===== src/sat_pkg.sv =====
// Package for the two-polygon separating-axis collision block.
// Holds widths, vertex and pipeline types shared by every other file but sat_ram; no dependencies.
`default_nettype none

package sat_pkg;

  // Storage capacity per polygon
  localparam int unsigned MAX_VERTICES = 16;
  localparam int unsigned IDX_W        = $clog2(MAX_VERTICES);
  localparam int unsigned CNT_W        = $clog2(MAX_VERTICES + 1);

  // Arithmetic widths: coordinate, edge/axis, single product, dot product
  localparam int unsigned COORD_W = 16;
  localparam int unsigned AXIS_W  = COORD_W + 1;
  localparam int unsigned PROD_W  = COORD_W + AXIS_W;
  localparam int unsigned DOT_W   = PROD_W + 1;

  typedef logic signed [COORD_W-1:0] coord_t;
  typedef logic signed [AXIS_W-1:0]  axis_t;
  typedef logic signed [PROD_W-1:0]  prod_t;
  typedef logic signed [DOT_W-1:0]   dot_t;
  typedef logic [IDX_W-1:0]          idx_t;
  typedef logic [CNT_W-1:0]          cnt_t;

  // Stored vertex: x in the low half, y in the high half
  typedef struct packed {
    coord_t y;
    coord_t x;
  } vertex_t;

  localparam int unsigned VERTEX_W = $bits(vertex_t);

  // Tag that travels with each vertex read into the projection pipeline
  typedef struct packed {
    logic valid;
    logic sel;    // 0: first polygon, 1: second polygon
    logic first;  // first vertex of that polygon on this axis
  } proj_tag_t;

  // Projection unit status back to the sequencer
  typedef struct packed {
    logic busy;
    logic separated;
  } proj_stat_t;

endpackage

`default_nettype wire


===== src/sat_if.sv =====
// Handshake channel interfaces: vertex input beats and result output beats.
// Depends on sat_pkg for the coordinate type.
`default_nettype none

interface sat_vtx_if;
  logic            valid;
  logic            ready;
  logic            polygon_select;
  sat_pkg::coord_t vertex_x;
  sat_pkg::coord_t vertex_y;
  logic            last_vertex;

  modport source (output valid, polygon_select, vertex_x, vertex_y, last_vertex,
                  input ready);
  modport sink   (input valid, polygon_select, vertex_x, vertex_y, last_vertex,
                  output ready);
endinterface

interface sat_res_if;
  logic valid;
  logic ready;
  logic collide;
  logic overflow;

  modport source (output valid, collide, overflow, input ready);
  modport sink   (input valid, collide, overflow, output ready);
endinterface

`default_nettype wire


===== src/sat_ram.sv =====
// Generic single-write, single-read synchronous RAM with registered read data.
// No package dependency.
`default_nettype none

module sat_ram #(
  parameter int unsigned DEPTH = 16,
  parameter int unsigned WIDTH = 32
) (
  input  wire logic                     clk_i,
  input  wire logic                     we_i,
  input  wire logic [$clog2(DEPTH)-1:0] waddr_i,
  input  wire logic [WIDTH-1:0]         wdata_i,
  input  wire logic [$clog2(DEPTH)-1:0] raddr_i,
  output      logic [WIDTH-1:0]         rdata_o
);

  logic [WIDTH-1:0] mem [DEPTH];

  // Write port
  always_ff @(posedge clk_i) begin
    if (we_i) begin
      mem[waddr_i] <= wdata_i;
    end
  end

  // Read port, registered read data
  always_ff @(posedge clk_i) begin
    rdata_o <= mem[raddr_i];
  end

endmodule

`default_nettype wire


===== src/sat_proj.sv =====
// Projection unit: dot product of streamed vertices with the current axis,
// min/max per polygon and the interval gap test. Depends on sat_pkg.
`default_nettype none

module sat_proj (
  input  wire logic                clk_i,
  input  wire logic                rst_ni,
  input  wire sat_pkg::proj_tag_t  tag_i,    // read issued this cycle
  input  wire sat_pkg::vertex_t    rd_a_i,   // read data, first polygon memory
  input  wire sat_pkg::vertex_t    rd_b_i,   // read data, second polygon memory
  input  wire sat_pkg::axis_t      ax_i,
  input  wire sat_pkg::axis_t      ay_i,
  output      sat_pkg::proj_stat_t stat_o
);

  sat_pkg::proj_tag_t tag1_q, tag2_q;
  sat_pkg::vertex_t   vtx;
  sat_pkg::prod_t     px_d, py_d, px_q, py_q;
  sat_pkg::dot_t      dot;
  sat_pkg::dot_t      min_a_q, max_a_q, min_b_q, max_b_q;

  // Stage 1: read data is valid, pick the memory and multiply
  assign vtx  = tag1_q.sel ? rd_b_i : rd_a_i;
  assign px_d = sat_pkg::prod_t'(vtx.x) * sat_pkg::prod_t'(ax_i);
  assign py_d = sat_pkg::prod_t'(vtx.y) * sat_pkg::prod_t'(ay_i);

  // Stage 2: sum of the products
  assign dot = sat_pkg::dot_t'(px_q) + sat_pkg::dot_t'(py_q);

  // Tag pipeline
  always_ff @(posedge clk_i or negedge rst_ni) begin
    if (!rst_ni) begin
      tag1_q <= '0;
      tag2_q <= '0;
    end else begin
      tag1_q <= tag_i;
      tag2_q <= tag1_q;
    end
  end

  // Product registers
  always_ff @(posedge clk_i) begin
    px_q <= px_d;
    py_q <= py_d;
  end

  // Interval bounds per polygon
  always_ff @(posedge clk_i) begin
    if (tag2_q.valid) begin
      if (tag2_q.sel) begin
        if (tag2_q.first || dot < min_b_q) min_b_q <= dot;
        if (tag2_q.first || dot > max_b_q) max_b_q <= dot;
      end else begin
        if (tag2_q.first || dot < min_a_q) min_a_q <= dot;
        if (tag2_q.first || dot > max_a_q) max_a_q <= dot;
      end
    end
  end

  // Gap test; touching intervals overlap
  assign stat_o.busy      = tag1_q.valid | tag2_q.valid;
  assign stat_o.separated = (max_a_q < min_b_q) || (max_b_q < min_a_q);

endmodule

`default_nettype wire


===== src/sat_convex_polygon_collision_top.sv =====
// Top level of the two-polygon separating-axis collision block: vertex stores,
// test sequencer and result register. Depends on sat_pkg, sat_if, sat_ram, sat_proj.
//
//   channel  dir  beat                                          handshake
//   vtx_i    in   polygon_select, vertex_x, vertex_y, last_vertex  valid/ready
//   res_o    out  collide, overflow                             valid/ready
//
// The beat with the second polygon's last vertex starts the test. For each edge
// axis the sequencer reads the edge's two vertices, sets up the axis, streams
// one read per stored vertex and drains the pipeline. Axes are tried one after
// another through the single dot-product pipeline and one read port per vertex
// memory, until one separates the polygons or all have been tried.
// ready is low while the test runs and while the result waits behind an
// undelivered one. Reset clears counts, flags and valids; vertex memories are
// not cleared.
`default_nettype none

module sat_convex_polygon_collision_top (
  input wire logic  clk_i,
  input wire logic  rst_ni,
  sat_vtx_if.sink   vtx_i,
  sat_res_if.source res_o
);

  // Sequencer states
  localparam logic [2:0] S_IDLE  = 3'd0;
  localparam logic [2:0] S_E0    = 3'd1;  // read edge start vertex
  localparam logic [2:0] S_E1    = 3'd2;  // read edge end vertex
  localparam logic [2:0] S_E2    = 3'd3;  // form the axis
  localparam logic [2:0] S_PROJ  = 3'd4;  // stream vertices into projection
  localparam logic [2:0] S_DRAIN = 3'd5;  // wait for bounds, test the gap
  localparam logic [2:0] S_DONE  = 3'd6;  // hand result to the output register

  logic [2:0]          state_q, state_d;
  sat_pkg::cnt_t       cnt_a_q, cnt_a_d, cnt_b_q, cnt_b_d;
  logic                ovf_q, ovf_d;
  logic                collide_q, collide_d;
  logic                ep_q, ep_d;       // polygon whose edges give the axes
  sat_pkg::idx_t       i_q, i_d;         // edge index
  logic                psel_q, psel_d;   // polygon being streamed
  sat_pkg::idx_t       k_q, k_d;         // vertex index being streamed
  sat_pkg::vertex_t    vi_q, vi_d;
  sat_pkg::axis_t      ax_q, ax_d, ay_q, ay_d;
  logic                res_valid_q, res_valid_d;
  logic                res_collide_q, res_collide_d;
  logic                res_ovf_q, res_ovf_d;

  logic                accept;
  logic                full_a, full_b;
  logic                we_a, we_b;
  sat_pkg::vertex_t    wdata;
  sat_pkg::idx_t       raddr;
  sat_pkg::vertex_t    rd_a, rd_b, rd_e;
  sat_pkg::cnt_t       n_e, n_p, i_inc, k_inc;
  sat_pkg::idx_t       j_idx;
  sat_pkg::proj_tag_t  tag;
  sat_pkg::proj_stat_t stat;

  // Input side
  assign vtx_i.ready = (state_q == S_IDLE);
  assign accept      = vtx_i.valid && vtx_i.ready;
  assign full_a      = (cnt_a_q == sat_pkg::cnt_t'(sat_pkg::MAX_VERTICES));
  assign full_b      = (cnt_b_q == sat_pkg::cnt_t'(sat_pkg::MAX_VERTICES));
  assign we_a        = accept && !vtx_i.polygon_select && !full_a;
  assign we_b        = accept &&  vtx_i.polygon_select && !full_b;
  assign wdata       = '{y: vtx_i.vertex_y, x: vtx_i.vertex_x};

  // Edge and vertex indexing
  assign n_e   = ep_q ? cnt_b_q : cnt_a_q;
  assign n_p   = psel_q ? cnt_b_q : cnt_a_q;
  assign i_inc = sat_pkg::cnt_t'(i_q) + sat_pkg::cnt_t'(1);
  assign k_inc = sat_pkg::cnt_t'(k_q) + sat_pkg::cnt_t'(1);
  assign j_idx = (i_inc == n_e) ? '0 : i_inc[sat_pkg::IDX_W-1:0];
  assign rd_e  = ep_q ? rd_b : rd_a;

  // Shared read address for both vertex memories
  always_comb begin
    unique case (state_q)
      S_E0:    raddr = i_q;
      S_E1:    raddr = j_idx;
      S_PROJ:  raddr = k_q;
      default: raddr = '0;
    endcase
  end

  sat_ram #(
    .DEPTH (sat_pkg::MAX_VERTICES),
    .WIDTH (sat_pkg::VERTEX_W)
  ) u_ram_a (
    .clk_i   (clk_i),
    .we_i    (we_a),
    .waddr_i (cnt_a_q[sat_pkg::IDX_W-1:0]),
    .wdata_i (wdata),
    .raddr_i (raddr),
    .rdata_o (rd_a)
  );

  sat_ram #(
    .DEPTH (sat_pkg::MAX_VERTICES),
    .WIDTH (sat_pkg::VERTEX_W)
  ) u_ram_b (
    .clk_i   (clk_i),
    .we_i    (we_b),
    .waddr_i (cnt_b_q[sat_pkg::IDX_W-1:0]),
    .wdata_i (wdata),
    .raddr_i (raddr),
    .rdata_o (rd_b)
  );

  sat_proj u_proj (
    .clk_i  (clk_i),
    .rst_ni (rst_ni),
    .tag_i  (tag),
    .rd_a_i (rd_a),
    .rd_b_i (rd_b),
    .ax_i   (ax_q),
    .ay_i   (ay_q),
    .stat_o (stat)
  );

  // Sequencer
  always_comb begin
    state_d       = state_q;
    cnt_a_d       = cnt_a_q;
    cnt_b_d       = cnt_b_q;
    ovf_d         = ovf_q;
    collide_d     = collide_q;
    ep_d          = ep_q;
    i_d           = i_q;
    psel_d        = psel_q;
    k_d           = k_q;
    vi_d          = vi_q;
    ax_d          = ax_q;
    ay_d          = ay_q;
    res_valid_d   = res_valid_q && !res_o.ready;
    res_collide_d = res_collide_q;
    res_ovf_d     = res_ovf_q;
    tag           = '0;

    unique case (state_q)
      S_IDLE: begin
        if (accept) begin
          if (!vtx_i.polygon_select) begin
            if (!full_a) cnt_a_d = cnt_a_q + sat_pkg::cnt_t'(1);
            else         ovf_d   = 1'b1;
          end else begin
            if (!full_b) cnt_b_d = cnt_b_q + sat_pkg::cnt_t'(1);
            else         ovf_d   = 1'b1;
            if (vtx_i.last_vertex) begin
              // An empty first polygon never collides
              if (cnt_a_q == '0) begin
                collide_d = 1'b0;
                state_d   = S_DONE;
              end else begin
                ep_d    = 1'b0;
                i_d     = '0;
                state_d = S_E0;
              end
            end
          end
        end
      end
      S_E0: begin
        state_d = S_E1;
      end
      S_E1: begin
        vi_d    = rd_e;
        state_d = S_E2;
      end
      S_E2: begin
        // Axis is the edge normal (-ey, ex)
        ax_d    = sat_pkg::axis_t'(vi_q.y) - sat_pkg::axis_t'(rd_e.y);
        ay_d    = sat_pkg::axis_t'(rd_e.x) - sat_pkg::axis_t'(vi_q.x);
        psel_d  = 1'b0;
        k_d     = '0;
        state_d = S_PROJ;
      end
      S_PROJ: begin
        tag.valid = 1'b1;
        tag.sel   = psel_q;
        tag.first = (k_q == '0);
        if (k_inc == n_p) begin
          k_d = '0;
          if (!psel_q) psel_d  = 1'b1;
          else         state_d = S_DRAIN;
        end else begin
          k_d = k_inc[sat_pkg::IDX_W-1:0];
        end
      end
      S_DRAIN: begin
        if (!stat.busy) begin
          if (stat.separated) begin
            collide_d = 1'b0;
            state_d   = S_DONE;
          end else if (i_inc == n_e) begin
            i_d = '0;
            if (!ep_q) begin
              ep_d    = 1'b1;
              state_d = S_E0;
            end else begin
              collide_d = 1'b1;
              state_d   = S_DONE;
            end
          end else begin
            i_d     = i_inc[sat_pkg::IDX_W-1:0];
            state_d = S_E0;
          end
        end
      end
      S_DONE: begin
        // Wait for the output register to be free, then start a new pair
        if (!res_valid_q || res_o.ready) begin
          res_valid_d   = 1'b1;
          res_collide_d = collide_q;
          res_ovf_d     = ovf_q;
          cnt_a_d       = '0;
          cnt_b_d       = '0;
          ovf_d         = 1'b0;
          state_d       = S_IDLE;
        end
      end
      default: begin
        state_d = S_IDLE;
      end
    endcase
  end

  // Control registers
  always_ff @(posedge clk_i or negedge rst_ni) begin
    if (!rst_ni) begin
      state_q     <= S_IDLE;
      cnt_a_q     <= '0;
      cnt_b_q     <= '0;
      ovf_q       <= 1'b0;
      ep_q        <= 1'b0;
      i_q         <= '0;
      psel_q      <= 1'b0;
      k_q         <= '0;
      res_valid_q <= 1'b0;
    end else begin
      state_q     <= state_d;
      cnt_a_q     <= cnt_a_d;
      cnt_b_q     <= cnt_b_d;
      ovf_q       <= ovf_d;
      ep_q        <= ep_d;
      i_q         <= i_d;
      psel_q      <= psel_d;
      k_q         <= k_d;
      res_valid_q <= res_valid_d;
    end
  end

  // Payload registers
  always_ff @(posedge clk_i) begin
    collide_q     <= collide_d;
    vi_q          <= vi_d;
    ax_q          <= ax_d;
    ay_q          <= ay_d;
    res_collide_q <= res_collide_d;
    res_ovf_q     <= res_ovf_d;
  end

  // Output side
  assign res_o.valid    = res_valid_q;
  assign res_o.collide  = res_collide_q;
  assign res_o.overflow = res_ovf_q;

endmodule

`default_nettype wire


===== src/flat_wrapper.sv =====
// flat-port wrapper written by rule: the top's interface ports become plain ports
module sat_convex_polygon_collision_top_flat 
  (clk_i, rst_ni, vtx_i_valid, vtx_i_polygon_select, vtx_i_vertex_x, vtx_i_vertex_y, vtx_i_last_vertex, vtx_i_ready, res_o_valid, res_o_collide, res_o_overflow, res_o_ready);
  sat_vtx_if vtx_i_i ();
  sat_res_if res_o_i ();
  input wire logic clk_i;
  input wire logic rst_ni;
  input wire logic [$bits(vtx_i_i.valid)-1:0] vtx_i_valid;
  input wire logic [$bits(vtx_i_i.polygon_select)-1:0] vtx_i_polygon_select;
  input wire logic [$bits(vtx_i_i.vertex_x)-1:0] vtx_i_vertex_x;
  input wire logic [$bits(vtx_i_i.vertex_y)-1:0] vtx_i_vertex_y;
  input wire logic [$bits(vtx_i_i.last_vertex)-1:0] vtx_i_last_vertex;
  output wire logic [$bits(vtx_i_i.ready)-1:0] vtx_i_ready;
  output wire logic [$bits(res_o_i.valid)-1:0] res_o_valid;
  output wire logic [$bits(res_o_i.collide)-1:0] res_o_collide;
  output wire logic [$bits(res_o_i.overflow)-1:0] res_o_overflow;
  input wire logic [$bits(res_o_i.ready)-1:0] res_o_ready;
  assign vtx_i_i.valid = vtx_i_valid;
  assign vtx_i_i.polygon_select = vtx_i_polygon_select;
  assign vtx_i_i.vertex_x = vtx_i_vertex_x;
  assign vtx_i_i.vertex_y = vtx_i_vertex_y;
  assign vtx_i_i.last_vertex = vtx_i_last_vertex;
  assign vtx_i_ready = vtx_i_i.ready;
  assign res_o_valid = res_o_i.valid;
  assign res_o_collide = res_o_i.collide;
  assign res_o_overflow = res_o_i.overflow;
  assign res_o_i.ready = res_o_ready;
  sat_convex_polygon_collision_top u_core (.clk_i(clk_i), .rst_ni(rst_ni), .vtx_i(vtx_i_i), .res_o(res_o_i));
endmodule

===== config.mk =====
export PLATFORM = sky130hd
export DESIGN_NAME = sat_convex_polygon_collision_top_flat
export DESIGN_NICKNAME = d
export VERILOG_FILES = /design/src/sat_pkg.sv /design/src/sat_if.sv /design/src/sat_ram.sv /design/src/sat_proj.sv /design/src/sat_convex_polygon_collision_top.sv /design/src/flat_wrapper.sv
export SDC_FILE = /design/constraint.sdc
export NUM_CORES = 2
export LEC_CHECK = 0
export ABC_AREA = 1
export BUFFER_PORTS_ARGS = -buffer_cell sky130_fd_sc_hd__buf_4
export CAP_MARGIN = 10
export CORE_MARGIN = 1.5
export CORE_UTILIZATION = 35
export DETAILED_ROUTE_END_ITERATION = 10
export GPL_ROUTABILITY_DRIVEN = 0
export PLACE_DENSITY = 0.49
export SKIP_CTS_REPAIR_TIMING = 1
export SYNTH_ARGS = -nofsm -noshare
export SYNTH_HDL_FRONTEND = slang
export SYNTH_HIERARCHICAL = 1
export SYNTH_SLANG_ARGS = --single-unit

===== constraint.sdc =====
create_clock -name clk_i -period 16.7 [get_ports clk_i]
set_clock_uncertainty 0.05 [all_clocks]
set_input_delay 3.34 -clock clk_i [delete_from_list [all_inputs] [get_ports clk_i]]
set_output_delay 3.34 -clock clk_i [all_outputs]
set_load 0.02 [all_outputs]

Word-level counts from Yosys, hierarchy flattened
Memory sizes are Yosys's and may differ from the RTL's. A register that Yosys moved wholly into a read port is not among the register bits.
Index checks and enable logic that the tools add are counted.
Word-level totals
  register bits: 302
  RAM bits: 1024
  input bits: 38
  memories: 2
Operators by class
  $add $sub $neg: 7
  multipliers: 2
  order comparisons: 6
  equality and inequality tests: 28
  mux-type cells: 68
  bitwise gates (word level): 2
  reduce and logical (&&, ||, !) cells: 36
Memories
  u_core.u_ram_a.mem: words 16, width 32, read ports 1, clocked after Yosys merged registers in 1, wr ports 1, RTL line sat_ram.sv:17  | logic [WIDTH-1:0] mem [DEPTH];
  u_core.u_ram_b.mem: words 16, width 32, read ports 1, clocked after Yosys merged registers in 1, wr ports 1, RTL line sat_ram.sv:17
Operators with widths (count)
  less-than comparator 34 bit: 4
  > comparator 34 bit: 2
  multiplier 16 x 17 -> 33 bit: 2
  2-to-1 mux 32 bit: 2
  2-to-1 mux 5 bit: 9
  2-to-1 mux 3 bit: 12
  adder 33 x 33 -> 34 bit: 1
  subtractor 16 x 16 -> 17 bit: 2
  2-to-1 mux 4 bit: 8
  2-to-1 mux 1 bit: 27
  case mux 3 bit (7 select lines): 1
  != test 2 bit, second input constant: 10
  case mux 5 bit (2 select lines): 2
  case mux 4 bit (2 select lines): 2
  AND reduction 8 bit: 2
  AND reduction 5 bit: 3
  AND reduction 7 bit: 2
  case mux 4 bit (3 select lines): 1
  AND reduction 3 bit: 4
  adder 4 x 1 -> 5 bit, second input constant: 2
  adder 5 x 1 -> 5 bit, second input constant: 2
  == test 5 bit: 2
  == test 5 bit, second input constant: 2
  == test 3 bit, second input constant: 3
  other kinds (16): 42

Depth between registers and ports, before layout
  depth in word-level cells: 6
  mapped depth: 30

Modules after synthesis
Netlist, hierarchy kept.
By module, submodules not included
  sat_ram: times used 2, cells an instance 2120, area an instance 22730.6 um2, seq. area each 16015.4 um2
  sat_proj: times used 1, cells an instance 3983, area an instance 33991.4 um2, seq. area each 5555.3 um2
  sat_convex_polygon_collision_top: times used 1, cells an instance 719, area an instance 6045.8 um2, seq. area each 2697.6 um2

Worst setup path before layout
OpenSTA, ideal clock, no wires.
  path kind: register to register
  start point: register u_core/u_proj/tag1_q[1] (netlist name)
  end point: register u_core.u_proj.px_q[24]
  library setup time: 0.131 ns
  arrival: 5.813 ns
  data required time: 16.519 ns
  path slack: 10.706 ns
  cell stages (with the launch flop): 24
  buffers on the path: 2
  period minus slack after synthesis: 5.994 ns
  cells stage by stage: dfrtp_1 inv_2 buf_2 clkbuf_1 or2_2 o21ai_2 nor2_1 inv_1 fa_1 inv_1 fa_1 fa_1 fa_1 fa_1 inv_1 fa_1 inv_1 ha_1 a21o_1 o21bai_1 a21oi_1 a21boi_0 o31ai_1 xor2_1
On the way
  cells in the longest elaborated chain, start to end: 2
RTL lines
  start: declaration: RTL line sat_proj.sv:16  | sat_pkg::proj_tag_t tag1_q, tag2_q;
  start signal: assignment: RTL line sat_proj.sv:36  | tag1_q <= tag_i;
  2-to-1 mux 32 bit: RTL line sat_proj.sv:23  | assign vtx = tag1_q.sel ? rd_b_i : rd_a_i;
  multiplier 16 x 17 -> 33 bit: RTL line sat_proj.sv:24  | assign px_d = sat_pkg::prod_t'(vtx.x) * sat_pkg::prod_t'(ax_i);
  via u_core.u_proj.px_d[24]: RTL line sat_proj.sv:18  | sat_pkg::prod_t px_d, py_d, px_q, py_q;
  end signal: assignment: RTL line sat_proj.sv:43  | px_q <= px_d;
  end: declaration: RTL line sat_proj.sv:18
The timed path passes the listed nets, and every way through them passes these cells.
A chain may end at the register's enable or synchronous reset.

Worst setup path after layout
  start point: register u_core/u_proj/tag1_q[1] (netlist name)
  end point: register u_core.u_proj.px_q[30]
The elaborated chain is that of the path after synthesis.

==> run_results.csv <==
group,metric,value,unit
drt,drt_first_pass_iters,8,
clock_network,clock_latency,840,ps
timing,relSlewSlack,19.5,%
critical_path,start_kind,"flip-flop",
critical_path,cp-end-kind,"flip-flop",
layout,layout-drive-gt1-share,6.18,%
logic_synthesis,synth_top_area_share,43.2,%
clock_network,cts_root_buf,"clkbuf_16",
layout,area_delta_synth_final,10.2,%
timing,period_minus_slack,7350,ps
critical_path,critPathArrivalTime,8010,ps
logic_synthesis,syn_area_per_cell,9.56,um^2
timing,rsz0062_at_grt,"no",
drt,drtAntennaViolNets,0,
clock_network,cts_max_level,4,
logic_synthesis,syn_nets,9975,
critical_path,crit_fanout,34,
clock_network,clk_path_buf_depth,3,
timing,drv_slew,0,
critical_path,path_cells,"inv_2, or2_2, nand2_1, inv_1, nand2_1, fa_1, inv_1, fa_1, fa_1, fa_1, fa_1, inv_1, fa_1, inv_1, ha_1, nand2_1, o21ai_1, a21oi_1, nor3_1, nor2_1, nand2_1, xor2_1",
drt,wl_met3,12.9,mm
drt,route.met2.wl,121,mm
logic_synthesis,yosysTopAreaCell,"edfxtp_1",
drt,drc,0,
global_routing,grtUsageTotal,20.2,%
place,hpwl,167,mm
die,core_area,243000,um^2
drt,routed_wirelength,252,mm
clock_network,cts_sinks,1390,
drt,vias,59457,
drt,first_iter_violations,4410,
clock_network,numCtsBuffers,157,
die,rows,181,
die,fp.dieArea,247000,um^2
global_routing,antenna_found_initial,7,
critical_path,max_stage_delay,860,ps
die,die_y,497,um
logic_synthesis,yosys-top-cells-area,"edfxtp_1 (43%), fa_1 (13%), nand2_1 (9.8%), inv_1 (7.9%), ha_1 (6.4%)",
timing,worst_pin_slew,1200,ps
die,chipWidth,497,um
clock_network,path_clk_slew,60,ps
die,initial_utilization,35.2,%
die,ios,42,
clock_network,cts_tree,"yes",
global_routing,first_global_vias,58802,
outcome,status,"complete, no violations",
layout,nets,9978,
timing,fin_crit_sh,44.0,%
logic_synthesis,synth_edf_count,1229,
logic_synthesis,yosysMostFrequentCell,"nand2_1",
logic_synthesis,ys.flop_type,"edfxtp_1",
drt,drt-met1-wl,111,mm
logic_synthesis,syn_area,85500,um^2
global_routing,grt_max_degree,145,
logic_synthesis,yosysWarnings,6,
flow_run,cap_viol_max_count,0,
timing,fmax,136,MHz
logic_synthesis,syn_inst,8942,
critical_path,crit_top_cell,"fa_1",
logic_synthesis,async_flop_share,2.23,%
logic_synthesis,ys_ff_latch,1390,
critical_path,critPathRequiredTime,17360,ps
drt,routed.top_layer,"met5",
logic_synthesis,yosysSeqAreaShare,47.1,%
worst_hold_path,hold_path.class,"reg -> reg",
global_routing,grt_overflow,0,
critical_path,crit_path_top_delay_cell,"dfrtp_2",
global_routing,grt_first_pass_wirelength,377,mm
timing,hold_violations,0,
drt,drt-wirelength-per-cell,20.5,um
place,io_buffer_count,41,
critical_path,critPathKind,"reg -> reg",
timing,finalSetupViolCount,0,
timing,tns,0,ps
logic_synthesis,ys_top_cells_by_count,"nand2_1 (2225), inv_1 (1803), edfxtp_1 (1229)",
logic_synthesis,synthDistinctLibCells,61,
drt,viasPerCell,4.84,
cell type report:
class | count | area, um^2
well taps | 3202 | 4010
repair buffers | 124 | 943
flip-flops and latches | 1390 | 40300
clock buffers | 235 | 4520
fillers | 23948 | 149000
multi-input cells | 5432 | 36900
diodes | 4 | 10.0
clock inverters | 59 | 642
inverters | 1840 | 6930
cell usage in the layout (no fill, tap or decap), types with 47 or more instances in the layout:
cell and instances:
a21oi_1 226, buf_4 123, clkbuf_1 53, clkbuf_16 162, dfxtp_1 130, edfxtp_1 1229
fa_1 555, ha_1 440, inv_1 1799, nand2_1 2225, nand3_1 879, nand4_1 47
nor2_1 477, o21ai_0 109, or2_2 67, xor2_1 82
registers in the layout (all words and copies together) (netlist names), 4 cells and up:
| name | count |
|---|---|
| u_core/cnt_b_q | 5 |
| u_core/u_proj/max_b_q | 34 |
| u_core/u_ram_a/mem | 512 |
| u_core/u_proj/py_q | 33 |
| u_core/u_proj/min_a_q | 34 |
| u_core/vi_q | 32 |
| u_core/u_proj/min_b_q | 34 |
| u_core/u_ram_a/rdata_o | 32 |
| u_core/cnt_a_q | 5 |
| u_core/u_proj/px_q | 33 |
| u_core/k_q | 4 |
| u_core/ax_q | 17 |
| u_core/u_proj/max_a_q | 34 |
| u_core/i_q | 4 |
| u_core/u_ram_b/rdata_o | 32 |
| u_core/u_ram_b/mem | 512 |
| u_core/ay_q | 17 |
critical path, delay by kind of cell (launching register included):
family	cells	cell delay, ps
flip-flops	1	860
AO/OA/AOI/OAI	2	460
buffers and inverters	5	960
adder cells (fa/ha/maj)	7	3200
AND/OR/NAND/NOR	7	1600
XOR/XNOR	1	150
metal layers:
layer / track usage (%) / vias to the layer above
li1: - / 28257
met2: 34.2 / 1532
met4: 5.46 / 4
met1: 26.8 / 29358
met3: 2.90 / 306
met5: 0 / -
kinds of logic after synthesis:
family / Yosys count / share of synthesized area [%]
AND/OR/NAND/NOR: 3825 / 18.8
buffers and inverters: 2120 / 10.1
multiplexers: 4 / 0.0527
adder cells (fa/ha/maj): 995 / 19.4
XOR/XNOR: 122 / 1.25
flip-flops: 1390 / 47.1
AO/OA/AOI/OAI: 486 / 3.26
stage by stage:
stage          cell area (um^2)  cells  setup WS (ps)  hold slack, ps  util (%)
2_1_floorplan             85500   8942          10710             281         -
3_3_place_gp              89100  11988           9430             304      36.7
3_5_place_dp              89100  11988           9370             318      36.7
4_1_cts                   94200  12282           9390             327      38.8
5_1_grt                   94200  12283           9060             340      38.8
6_report                  94200  12286           9350             324      38.8
path summary, 6_finish.rpt:
check | cells after the start | end | slack (ps) | startpoint
min in group asynchronous | 1 | u_core/cnt_b_q[0]$_DFFE_PN0P_ | 2430 | rst_ni
max | 22 | u_core/u_proj/px_q[30]$_DFF_P_ | 9350 | u_core/u_proj/tag1_q[1]$_DFF_PN0_
min reg2reg | 0 | u_core/u_proj/tag2_q[2]$_DFF_PN0_ | 320 | u_core/u_proj/tag1_q[2]$_DFF_PN0_
max in group asynchronous | 1 | u_core/u_proj/tag1_q[1]$_DFF_PN0_ | 13690 | rst_ni
max reg2reg | 22 | u_core/u_proj/px_q[30]$_DFF_P_ | 9350 | u_core/u_proj/tag1_q[1]$_DFF_PN0_
min | 0 | u_core/u_proj/tag2_q[2]$_DFF_PN0_ | 320 | u_core/u_proj/tag1_q[2]$_DFF_PN0_
Power is left out: the tool's default activity adds up to more than one toggle a clock period on the data nets, which glitch-free logic cannot reach.
